<file path="src/sv/wmsa_pkg.sv">
// Shared types and constants of the weighted mean and square accumulator.
// Used by the top level, the divider and the checker; depends on nothing.
package wmsa_pkg;

    localparam int ACT_W  = 2;
    localparam int DIM_W  = 3;
    localparam int VAL_W  = 32;
    localparam int WT_W   = 32;
    localparam int SQ_W   = 64;
    localparam int TW_W   = 40;
    localparam int SUM_W  = 41;
    localparam int ACC_W  = 105;
    localparam int STEP_W = 7;

    // Number of coordinates that the index field can address.
    localparam int DIM_SPAN = 2 ** DIM_W;

    localparam int DIV_SHORT = 32;
    localparam int DIV_LONG  = 64;

    // Stream packing.
    localparam int S_TDATA_W  = 72;
    localparam int S_VAL_LSB  = 3;
    localparam int S_WT_LSB   = 35;
    localparam int M_TDATA_W  = 104;
    localparam int M_MEAN_LSB = 3;
    localparam int M_SQ_LSB   = 35;
    localparam int M_SZ_BIT   = 99;
    localparam int M_ANY_BIT  = 100;

    localparam logic [ACT_W-1:0] ACT_LOAD   = 2'd0;
    localparam logic [ACT_W-1:0] ACT_ATTACH = 2'd1;
    localparam logic [ACT_W-1:0] ACT_SET    = 2'd2;
    localparam logic [ACT_W-1:0] ACT_NONE   = 2'd3;

    // Request to the shared divider: a start pulse and the run length select.
    typedef struct packed {
        logic start;
        logic wide;
    } t_div_req;

endpackage

</file>
<file path="src/sv/wmsa_div.sv">
// Restoring divider, one quotient bit per cycle, shared by both weighted divisions.
// Depends on wmsa_pkg.
module wmsa_div (
    input  logic                       i_clk,
    input  logic                       i_rst_n,
    input  wmsa_pkg::t_div_req         i_req,
    input  logic [wmsa_pkg::SUM_W-1:0] i_num_hi,
    input  logic [wmsa_pkg::SQ_W-1:0]  i_num_lo,
    input  logic [wmsa_pkg::SUM_W-1:0] i_den,
    output logic [wmsa_pkg::SQ_W-1:0]  o_quot,
    output logic                       o_done
);
    import wmsa_pkg::*;

    logic              r_busy;
    logic              r_done;
    logic [STEP_W-1:0] r_cnt;
    logic [SUM_W-1:0]  r_rem;
    logic [SQ_W-1:0]   r_q;
    logic [SUM_W-1:0]  r_den;

    logic [SUM_W:0] trial;
    logic [SUM_W:0] diff;
    logic           ge;

    // The remainder stays below the divisor, so the shifted trial fits one extra bit.
    assign trial = {r_rem, r_q[SQ_W-1]};
    assign diff  = trial - {1'b0, r_den};
    assign ge    = (trial >= {1'b0, r_den});

    always_ff @(posedge i_clk) begin
        if (!i_rst_n) begin
            r_busy <= 1'b0;
            r_done <= 1'b0;
            r_cnt  <= '0;
        end else begin
            if (i_req.start) begin
                r_busy <= 1'b1;
                r_done <= 1'b0;
                r_cnt  <= i_req.wide ? STEP_W'(DIV_LONG) : STEP_W'(DIV_SHORT);
            end else if (r_busy) begin
                r_cnt  <= r_cnt - STEP_W'(1);
                r_done <= (r_cnt == STEP_W'(1));
                if (r_cnt == STEP_W'(1)) begin
                    r_busy <= 1'b0;
                end
            end else begin
                r_done <= 1'b0;
            end
        end
    end

    always_ff @(posedge i_clk) begin
        if (i_req.start) begin
            r_rem <= i_num_hi;
            r_q   <= i_num_lo;
            r_den <= i_den;
        end else if (r_busy) begin
            r_rem <= ge ? diff[SUM_W-1:0] : trial[SUM_W-1:0];
            r_q   <= {r_q[SQ_W-2:0], ge};
        end
    end

    assign o_quot = r_q;
    assign o_done = r_done;

endmodule

</file>
<file path="config.mk">
export PLATFORM = sky130hd
export DESIGN_NAME = wmsa_div
export DESIGN_NICKNAME = d
export VERILOG_FILES = /design/src/sv/wmsa_pkg.sv /design/src/sv/wmsa_div.sv
export SDC_FILE = /design/constraint.sdc
export NUM_CORES = 1
export LEC_CHECK = 0
export BUFFER_PORTS_ARGS = -buffer_cell sky130_fd_sc_hd__buf_2
export CAP_MARGIN = 20
export CORE_ASPECT_RATIO = 1.4
export CORE_MARGIN = 1.5
export CORE_UTILIZATION = 29
export DETAILED_ROUTE_END_ITERATION = 12
export GPL_TIMING_DRIVEN = 0
export PLACE_DENSITY = 0.48
export SLEW_MARGIN = 20
export SYNTH_ARGS = -nofsm -noshare
export SYNTH_HDL_FRONTEND = slang
export SYNTH_SLANG_ARGS = --single-unit
export TNS_END_PERCENT = 10
</file>
<file path="constraint.sdc">
create_clock -name i_clk -period 6.6 [get_ports i_clk]
set_clock_uncertainty 0.15 [all_clocks]
set_input_delay 0.33 -clock i_clk [delete_from_list [all_inputs] [get_ports i_clk]]
set_output_delay 0.33 -clock i_clk [all_outputs]
set_load 0.02 [all_outputs]
</file>
==> flow_metrics.tcl, run 1 <==
set metrics [dict create \
    status "finished, final reports clean" \
    relSlewSlack_pct 43.9 \
    worst_pin_slew_ns 0.841 \
    synthTopCellsByArea "edfxtp_1 49%, mux2_2 11%, ha_1 6.0%" \
    cts-buffers-inserted 17 \
    clock_sinks 155 \
    hold_path.class "primary input to flop" \
    syn_inst 798 \
    fin_crit_ns 4.24 \
    grt_pass1_wl_um 39500 \
    track_usage_pct 16.5 \
    critPathArrivalTime_ns 4.26 \
    ant_nets 0 \
    power.net_switching_mw 1.48 \
    start_kind "flop" \
    switching_share_pct 37.0 \
    vias 7129 \
    drc 0 \
    final.period_utilization_pct 64.3 \
    clkLatencyLatePin_ns 0.45 \
    grt_max_degree 48 \
    final.setup.tns_ns 0 \
    p_seq_share_pct 34.1 \
    synth_area_um2 8970 \
    yosys_most_used_dff "edfxtp_1" \
    crit_fanout 10 \
    pwr-share-clk_pct 25.1 \
    syn_area_per_cell_um2 11.2 \
    wire_per_inst_um 17.3 \
    peakVddDrop_uv 134 \
    ys_seq_area_share_pct 50.9 \
    fp.dieW_um 152 \
    htreeDepth 4 \
    area_growth_pct 30.5 \
    clk_path_buf_depth 2 \
    p_leak_nw 4.92 \
    design.die.area_um2 32000 \
    worst_slack_ns 2.36 \
    power_density_nw_per_um2 342 \
    clkTransAtPathRegs_ns 0.07 \
    yosysUniqueCellTypes 63 \
    p_comb_share_pct 40.8 \
    routed_wl_um 25800 \
    core_area_um2 30600 \
    drv_cap 0 \
    final_common_cell "buf_2" \
    grt_pass1_vias 7313 \
    ys_ff_latch 155 \
    antenna_found_initial 3 \
    drive_above_1_share_pct 32.2 \
    yosysWarnings 0 \
    final_nets 1279 \
    postCtsSetupBuffers 0 \
    async_flop_share_pct 0 \
    required_ns 6.62 \
    drt-initial-drc-count 386 \
    gp_congestion 0.862 \
    rsz0062_at_grt "no" \
    timing.fmax_ghz 0.236 \
    synth-edff-count 146 \
    critPathKind "flop to flop" \
    die_h_um 211 \
    syn_nets 992 \
    p_int_mw 2.52 \
    start_util_pct 29.3 \
    grt_overflow 0 \
    finalHoldViolations 0 \
    place_ws_ns 2.32 \
    cts_tree "yes" \
    pin_count 215 \
    yosysTopAreaCell "edfxtp_1" \
    dr.pass1.iters 4 \
    portBuffers 214 \
    worstSetupEndpointType "flop" \
    cts_root_buffer "clkbuf_16" \
    rows 76 \
    mostFrequentLayoutCells "220 x buf_2, 146 x edfxtp_1, 88 x mux2_2" \
    dp_hpwl_um 19700 \
    final_max_slew_viol_count 0 \
    r2r_slack_ns 2.36 \
    avgViaCountPerCell 4.78 \
    synth_top_area_share_pct 48.9 \
    finalSetupViolations 0 \
]
==> through the flow <==
| stage | power (mW) | std cells | utilization [%] | area, µm² | hold slack, ns |
|---|---|---|---|---|---|
| floorplan | 2.53 | 798 | - | 8970 | 0.279 |
| global placement | 2.99 | 1402 | 34.4 | 10500 | 0.332 |
| detailed placement | 3.00 | 1405 | 34.6 | 10600 | 0.340 |
| CTS | 4.05 | 1488 | 38.2 | 11700 | 0.000251 |
| global route | 4.28 | 1488 | 38.2 | 11700 | 0.00747 |
| finish | 4.00 | 1492 | 38.2 | 11700 | 0.0320 |
==> area by class of cell <==
class	count	area, µm²
Inverter	56	210
Timing Repair Buffer	268	1650
Multi-Input combinational cell	551	4040
Antenna cell	4	10.0
Sequential cell	155	4560
Tap cell	390	488
Buffer	36	158
Clock buffer	17	425
Fill cell	3121	18900
Clock inverter	15	163
==> timing repair <==
| item | CTS | global route |
|---|---|---|
| gates resized for setup | 0 | 0 |
| hold buffers | 51 | 0 |
| hold endpoints to repair | 53 | 0 |
==> Yosys cell counts (all sizes together), types with 8 or more instances <==
master / count
a31oi: 12
buf: 10
and3: 8
nand3: 8
xor2: 20
mux2: 88
clkbuf: 26
a21oi: 51
ha: 43
nor2b: 9
nor3: 9
nand4: 8
inv: 56
edfxtp: 146
dfxtp: 9
a21o: 22
o21ai: 60
nor2: 33
xnor2: 19
nand2: 79
==> critical path, cell delays in order, from the launching register on <==
cell and delay [ns]:
edfxtp_1 0.43, inv_1 0.08, ha_1 0.16, inv_1 0.05
fa_1 0.40, a21o_1 0.22, a221oi_1 0.52, or4_4 0.24
nand4b_2 0.12, o211ai_2 0.14, o31a_1 0.20, buf_6 0.18
clkbuf_1 0.55, nor2_1 0.10, a211oi_1 0.33, a21oi_1 0.07
==> path summary, 6_finish.rpt <==
check | from | end | cells after the start
min reg2reg | r_cnt[1] | r_cnt[1] | 2
min | i_num_lo[41] | o_quot[41] | 2
max reg2reg | o_quot[63] | r_rem[4] | 15
max | o_quot[63] | r_rem[4] | 15
==> layer usage <==
layer | vias to the layer above | GRT usage [%] | part of all wire, %
met1 | 3375 | 17.7 | 39
met2 | 179 | 30.4 | 54
met4 | 2 | 6.66 | 2.2
met3 | 37 | 3.97 | 4.7
met5 | - | 0 | 0.027
li1 | 3536 | - | -
==> logic make-up (layout without fill, tap and decap cells) <==
| kind of cell | count (synthesis) | in the layout | share of synthesized area [%] |
|---|---|---|---|
| flip-flops | 155 | 155 | 50.9 |
| buffers and inverters | 92 | 392 | 4.10 |
| adder cells (fa/ha/maj) | 44 | 44 | 6.22 |
| multiplexers | 91 | 91 | 11.4 |
| other | 0 | 4 | 0 |
| AND/OR/NAND/NOR | 181 | 181 | 9.87 |
| XOR/XNOR | 39 | 39 | 3.81 |
| AO/OA/AOI/OAI | 196 | 196 | 13.7 |
==> state kept, by name (all words and copies together), names as in the netlist <==
name and flops:
r_busy 1, o_quot 64, r_den 41, r_cnt 7, o_done 1, r_rem 41
==> power groups by stage <==
stage          clock network (mW)  registers, mW  logic, mW
4_1_cts                      1.04           1.37       1.65
2_1_floorplan                   0           1.42       1.11
6_report                     1.00           1.36       1.63
3_5_place_dp                    0           1.38       1.61
5_1_grt                      1.07           1.38       1.82
3_3_place_gp                    0           1.38       1.61
(Power assumes the default switching activity.)
==> inputs of run 2 (changes only) <==
Settings changed: ABC_AREA set to 1.
Clock period 6.6 ns to 4.1 ns, I/O delays scaled along.
==> run 2 against run 1 <==
Effect of this change: power up 60%; wire length up 36%; synthesized area up 14%; die area up 13%; sequential power up 57%; first-iteration DRC count down 22%; critical path type is now primary input to flop; largest cell class is now multi-input gates.
==> flow_metrics.tcl, run 2 <==
set metrics [dict create \
    required_ns 4.29 \
    cts-buffers-inserted 17 \
    fin_crit_ns 3.05 \
    portBuffers 214 \
    final_common_cell "nand2_1" \
    rows 81 \
    fp.dieW_um 161 \
    peakVddDrop_uv 228 \
    yosysTopAreaCell "edfxtp_1" \
    cp_num_buf_inv 5 \
    area_growth_pct 37.0 \
    core_area_um2 34800 \
    gp_congestion 0.874 \
    yosysWarnings 0 \
    grt_max_degree 67 \
    fillers 3648 \
    pin_count 215 \
    critPathArrivalTime_ns 3.24 \
    worst_pin_slew_ns 0.826 \
    avgViaCountPerCell 4.41 \
    syn_inst 1362 \
    drt-initial-drc-count 300 \
    relSlewSlack_pct 44.9 \
    grt_overflow 0 \
    final_nets 1939 \
    ant_nets 0 \
    clkTransAtPathRegs_ns 0.07 \
    status "finished, final reports clean" \
    antenna_cells 0 \
    critPathKind "primary input to flop" \
    synth_area_um2 10200 \
    htreeDepth 4 \
    cts_root_buffer "clkbuf_16" \
    synth_top_area_share_pct 43.0 \
    ys_seq_area_share_pct 44.8 \
    cts_tree "yes" \
    rsz0062_at_grt "no" \
    clk_path_buf_depth 2 \
    crit_fanout 66 \
    track_usage_pct 20.0 \
    vias 9773 \
    drive_above_1_share_pct 17.1 \
    die_h_um 225 \
    seq_area_um2 4560 \
    fin_hold_ws_ns 0.160 \
    async_flop_share_pct 0 \
    slowest_delay_ns 0.61 \
    hold_path.class "primary input to flop" \
    synth-edff-count 146 \
    final.setup.tns_ns 0 \
    start_util_pct 29.3 \
    cp_top_family "buffers and inverters" \
    worstSetupEndpointType "flop" \
    ys_ff_latch 155 \
    drc 0 \
    final.period_utilization_pct 74.5 \
    syn_area_per_cell_um2 7.48 \
    largest_reg_flops 64 \
    grt_pass1_vias 10222 \
    multiInputGateArea_um2 4660 \
    mostFrequentLayoutCells "600 x nand2_1, 213 x buf_2, 193 x inv_1" \
    synthTopCellsByArea "edfxtp_1 43%, nand2_1 22%, inv_1 7.1%" \
    grt_pass1_wl_um 54900 \
    timing.fmax_ghz 0.327 \
    post_cts_resized 0 \
    dp_hpwl_um 27200 \
    yosys_most_used_dff "edfxtp_1" \
    start_kind "primary input" \
    syn_nets 1556 \
    place_ws_ns 0.355 \
    routed_wl_um 35000 \
    worst_slack_ns 1.05 \
    power_density_nw_per_um2 460 \
    drv_cap 0 \
    antenna_found_initial 0 \
    dr.pass1.iters 4 \
    finalSetupViolations 0 \
    crit_chain "buf_4 -> clkbuf_1 -> nor2_1 -> inv_6 -> buf_16 -> o21ai_0 -> a32o_1 -> dlygate4sd3_1" \
    yosysMostFrequentCell "nand2_1" \
    wire_per_inst_um 15.8 \
    yosysUniqueCellTypes 40 \
    synth_common_cells "600 x nand2_1, 194 x inv_1, 146 x edfxtp_1" \
    p_leak_nw 7.02 \
    design.die.area_um2 36300 \
    final_max_slew_viol_count 0 \
    clkLatencyLatePin_ns 0.46 \
    clock_sinks 155 \
    finalHoldViolations 0 \
    r2r_slack_ns 1.23 \
    cp_slowest_cell "clkbuf_1" \
]
run 2: per-layer routing:
layer | track usage [%] | routed length [µm] | part of all wire [%]
met1 | 22.0 | 14000 | 40
met2 | 37.0 | 18200 | 52
met3 | 3.71 | 1630 | 4.7
met4 | 8.60 | 1150 | 3.3
met5 | 0 | 0 | 0
run 2: repair_timing:
action                    4_1_cts  5_1_grt
hold buffers                  149        0
setup buffers                   0        0
hold endpoints to repair      150        0
run 2: layout make-up:
type	instances	share of cell area [%]
buffer	34	1.54
sequential	155	32.7
clock inverter	13	1.20
tap	456	4.09
multi-input combinational	974	33.4
timing repair buffer	364	18.6
inverter	199	5.39
clock buffer	19	3.10
run 2: final timing paths:
path                    from   endpoint  depth (start not counted)
setup / recovery    i_req[1]   r_cnt[6]                          8
hold / removal      i_req[1]  r_den[28]                          1
setup reg to reg  o_quot[63]   r_rem[8]                         14
hold reg to reg     r_cnt[5]   r_cnt[5]                          2
run 2: through the flow:
step / util (%) / power (mW) / area (µm²) / instances
floorplan: - / 3.89 / 10200 / 1362
global placement: 34.0 / 4.65 / 11800 / 2032
detailed placement: 34.1 / 4.65 / 11900 / 2033
CTS: 40.1 / 6.48 / 14000 / 2214
global route: 40.1 / 6.87 / 14000 / 2214
finish: 40.1 / 6.42 / 14000 / 2214
run 2: where the power goes:
group / internal (mW) / switching [mW]
sequential: 2.01 / 0.118
combinational: 0.971 / 1.63
clock: 0.965 / 0.729
total: 3.95 / 2.47
run 2: cells by family after synthesis:
logic type / Yosys count / synth area share (%)
flops: 155 / 44.8
xor+xnor: 25 / 2.15
fa+ha+maj: 44 / 5.48
buf+inv: 233 / 9.45
compound gates: 64 / 3.50
simple gates: 841 / 34.6
==> inputs of run 3 (changes only) <==
Settings changed: ABC_AREA 1 to 0, PLACE_DENSITY 0.48 to 0.5.
Clock period 4.1 ns to 2.48 ns, I/O delays scaled along.
==> run 3 against run 2 <==
Effect of this change: the run now ends with setup timing left; flip-flop and latch count stayed put; largest power group unchanged; largest cell class is now sequential cells; via count is 22% lower; global-route usage is 2.5 points lower.
==> flow_metrics.tcl, run 3 (synthesized netlist as in run 1, its figures left out) <==
set metrics [dict create \
    antenna_cells 0 \
    final_common_cell "buf_2" \
    peakVddDrop_uv 466 \
    r2r_slack_ns -0.83 \
    final.period_utilization_pct 133 \
    fp.dieW_um 152 \
    start_kind "flop" \
    clock_sinks 155 \
    rsz0062_at_grt "yes" \
    hold_path.class "primary input to flop" \
    worst_pin_slew_ns 0.812 \
    grt_overflow 0 \
    largest_reg_flops 64 \
    track_usage_pct 17.4 \
    worst_slack_ns -0.829 \
    finalHoldViolations 0 \
    grt_max_degree 50 \
    cts_tree "yes" \
    fillers 2988 \
    multiInputGateArea_um2 4250 \
    clkLatencyLatePin_ns 0.45 \
    dpl-instance-area_um2 10600 \
    core_area_um2 30600 \
    power_density_nw_per_um2 870 \
    drive_above_1_share_pct 33.4 \
    area_growth_pct 46.2 \
    vias 7598 \
    violations "setup timing" \
    ant_nets 0 \
    htreeDepth 4 \
    critPathArrivalTime_ns 3.35 \
    die_h_um 211 \
    cts-buffers-inserted 17 \
    grt_pass1_vias 7942 \
    wire_per_inst_um 17.0 \
    avgViaCountPerCell 4.75 \
    design.die.area_um2 32000 \
    final_max_slew_viol_count 0 \
    grt_pass1_wl_um 42100 \
    fin_area_um2 13100 \
    rows 76 \
    drv_cap 0 \
    crit_fanout 11 \
    seq_area_um2 4560 \
    drc 0 \
    cts_root_buffer "clkbuf_16" \
    antenna_found_initial 0 \
    gp_congestion 0.857 \
    worstSetupEndpointType "flop" \
    pin_count 215 \
    dp_hpwl_um 19200 \
    relSlewSlack_pct 45.9 \
    required_ns 2.52 \
    clk_path_buf_depth 2 \
    start_util_pct 29.3 \
    routed_wl_um 27100 \
    status "finished with violations" \
    portBuffers 214 \
    finalSetupViolations 42 \
    clkTransAtPathRegs_ns 0.06 \
    final_nets 1391 \
    place_ws_ns -1.15 \
    drt-initial-drc-count 325 \
    critPathKind "flop to flop" \
    p_leak_nw 5.47 \
    timing.fmax_ghz 0.302 \
    mostFrequentLayoutCells "213 x buf_2, 148 x dlygate4sd3_1, 146 x edfxtp_1" \
    dr.pass1.iters 5 \
    fin_crit_ns 3.31 \
]
## run 3: final cells by class
type	count	area share, %
clock inverters	9	1.04
flip-flops and latches	155	34.8
well taps	390	3.72
plain buffers	35	1.77
repair buffers	380	21.0
clock buffers	23	3.64
multi-input cells	552	32.4
inverters	56	1.60
## run 3: metrics by stage
step	std cells	utilization (%)	hold slack [ns]	setup TNS, ns	power, mW
6_report	1600	42.8	0.0178	-32.39	11.4
5_1_grt	1600	42.8	0.0479	-39.16	12.2
4_1_cts	1599	42.6	0.00834	-34.41	11.4
3_5_place_dp	1404	34.7	0.152	-161.83	7.98
3_3_place_gp	1402	34.5	0.153	-317.92	7.96
2_1_floorplan	798	-	0.0729	-47.22	6.76
## run 3: worst max-delay path, cell delays in order, from the launching register on
cell and delay (ns):
edfxtp_1 0.42, inv_1 0.08, ha_2 0.18, inv_2 0.04, fa_2 0.34, a21o_1 0.21
a221oi_4 0.27, or4_4 0.20, nand4b_4 0.11, o211ai_2 0.12, o31a_1 0.22, buf_6 0.18
buf_12 0.16, nor2_4 0.08, a221o_1 0.31
## run 3: worst paths after layout
path	from	end	cells after the start
worst max-delay path	o_quot[63]	r_rem[34]	14
worst min-delay path	i_num_hi[39]	r_rem[39]	3
worst max register to register	o_quot[63]	r_rem[34]	14
worst min register to register	r_cnt[1]	r_cnt[1]	2
## run 3: where the power goes
group	switching [mW]	internal [mW]	total [mW]
sequential	0.232	3.42	3.65
combinational	2.75	2.23	4.98
clock	1.11	1.67	2.78
## run 3: repair_timing
item                                   CTS  global route
setup endpoints to repair              162            42
gates resized for setup                 57            13
buffers inserted                        12             2
cloned                                   2             0
endpoints found under the hold margin  195             0
pin swaps                                8             8
hold buffers                           149             0
## run 3: per-layer routing
layer  vias to the layer above  share of wire (%)  global-route usage [%]
met2                       184                 53                    32.0
met5                         -                  0                       0
met3                        40                3.9                    3.43
li1                       3753                  -                       -
met1                      3621                 40                    19.5
met4                         0                2.4                    6.56
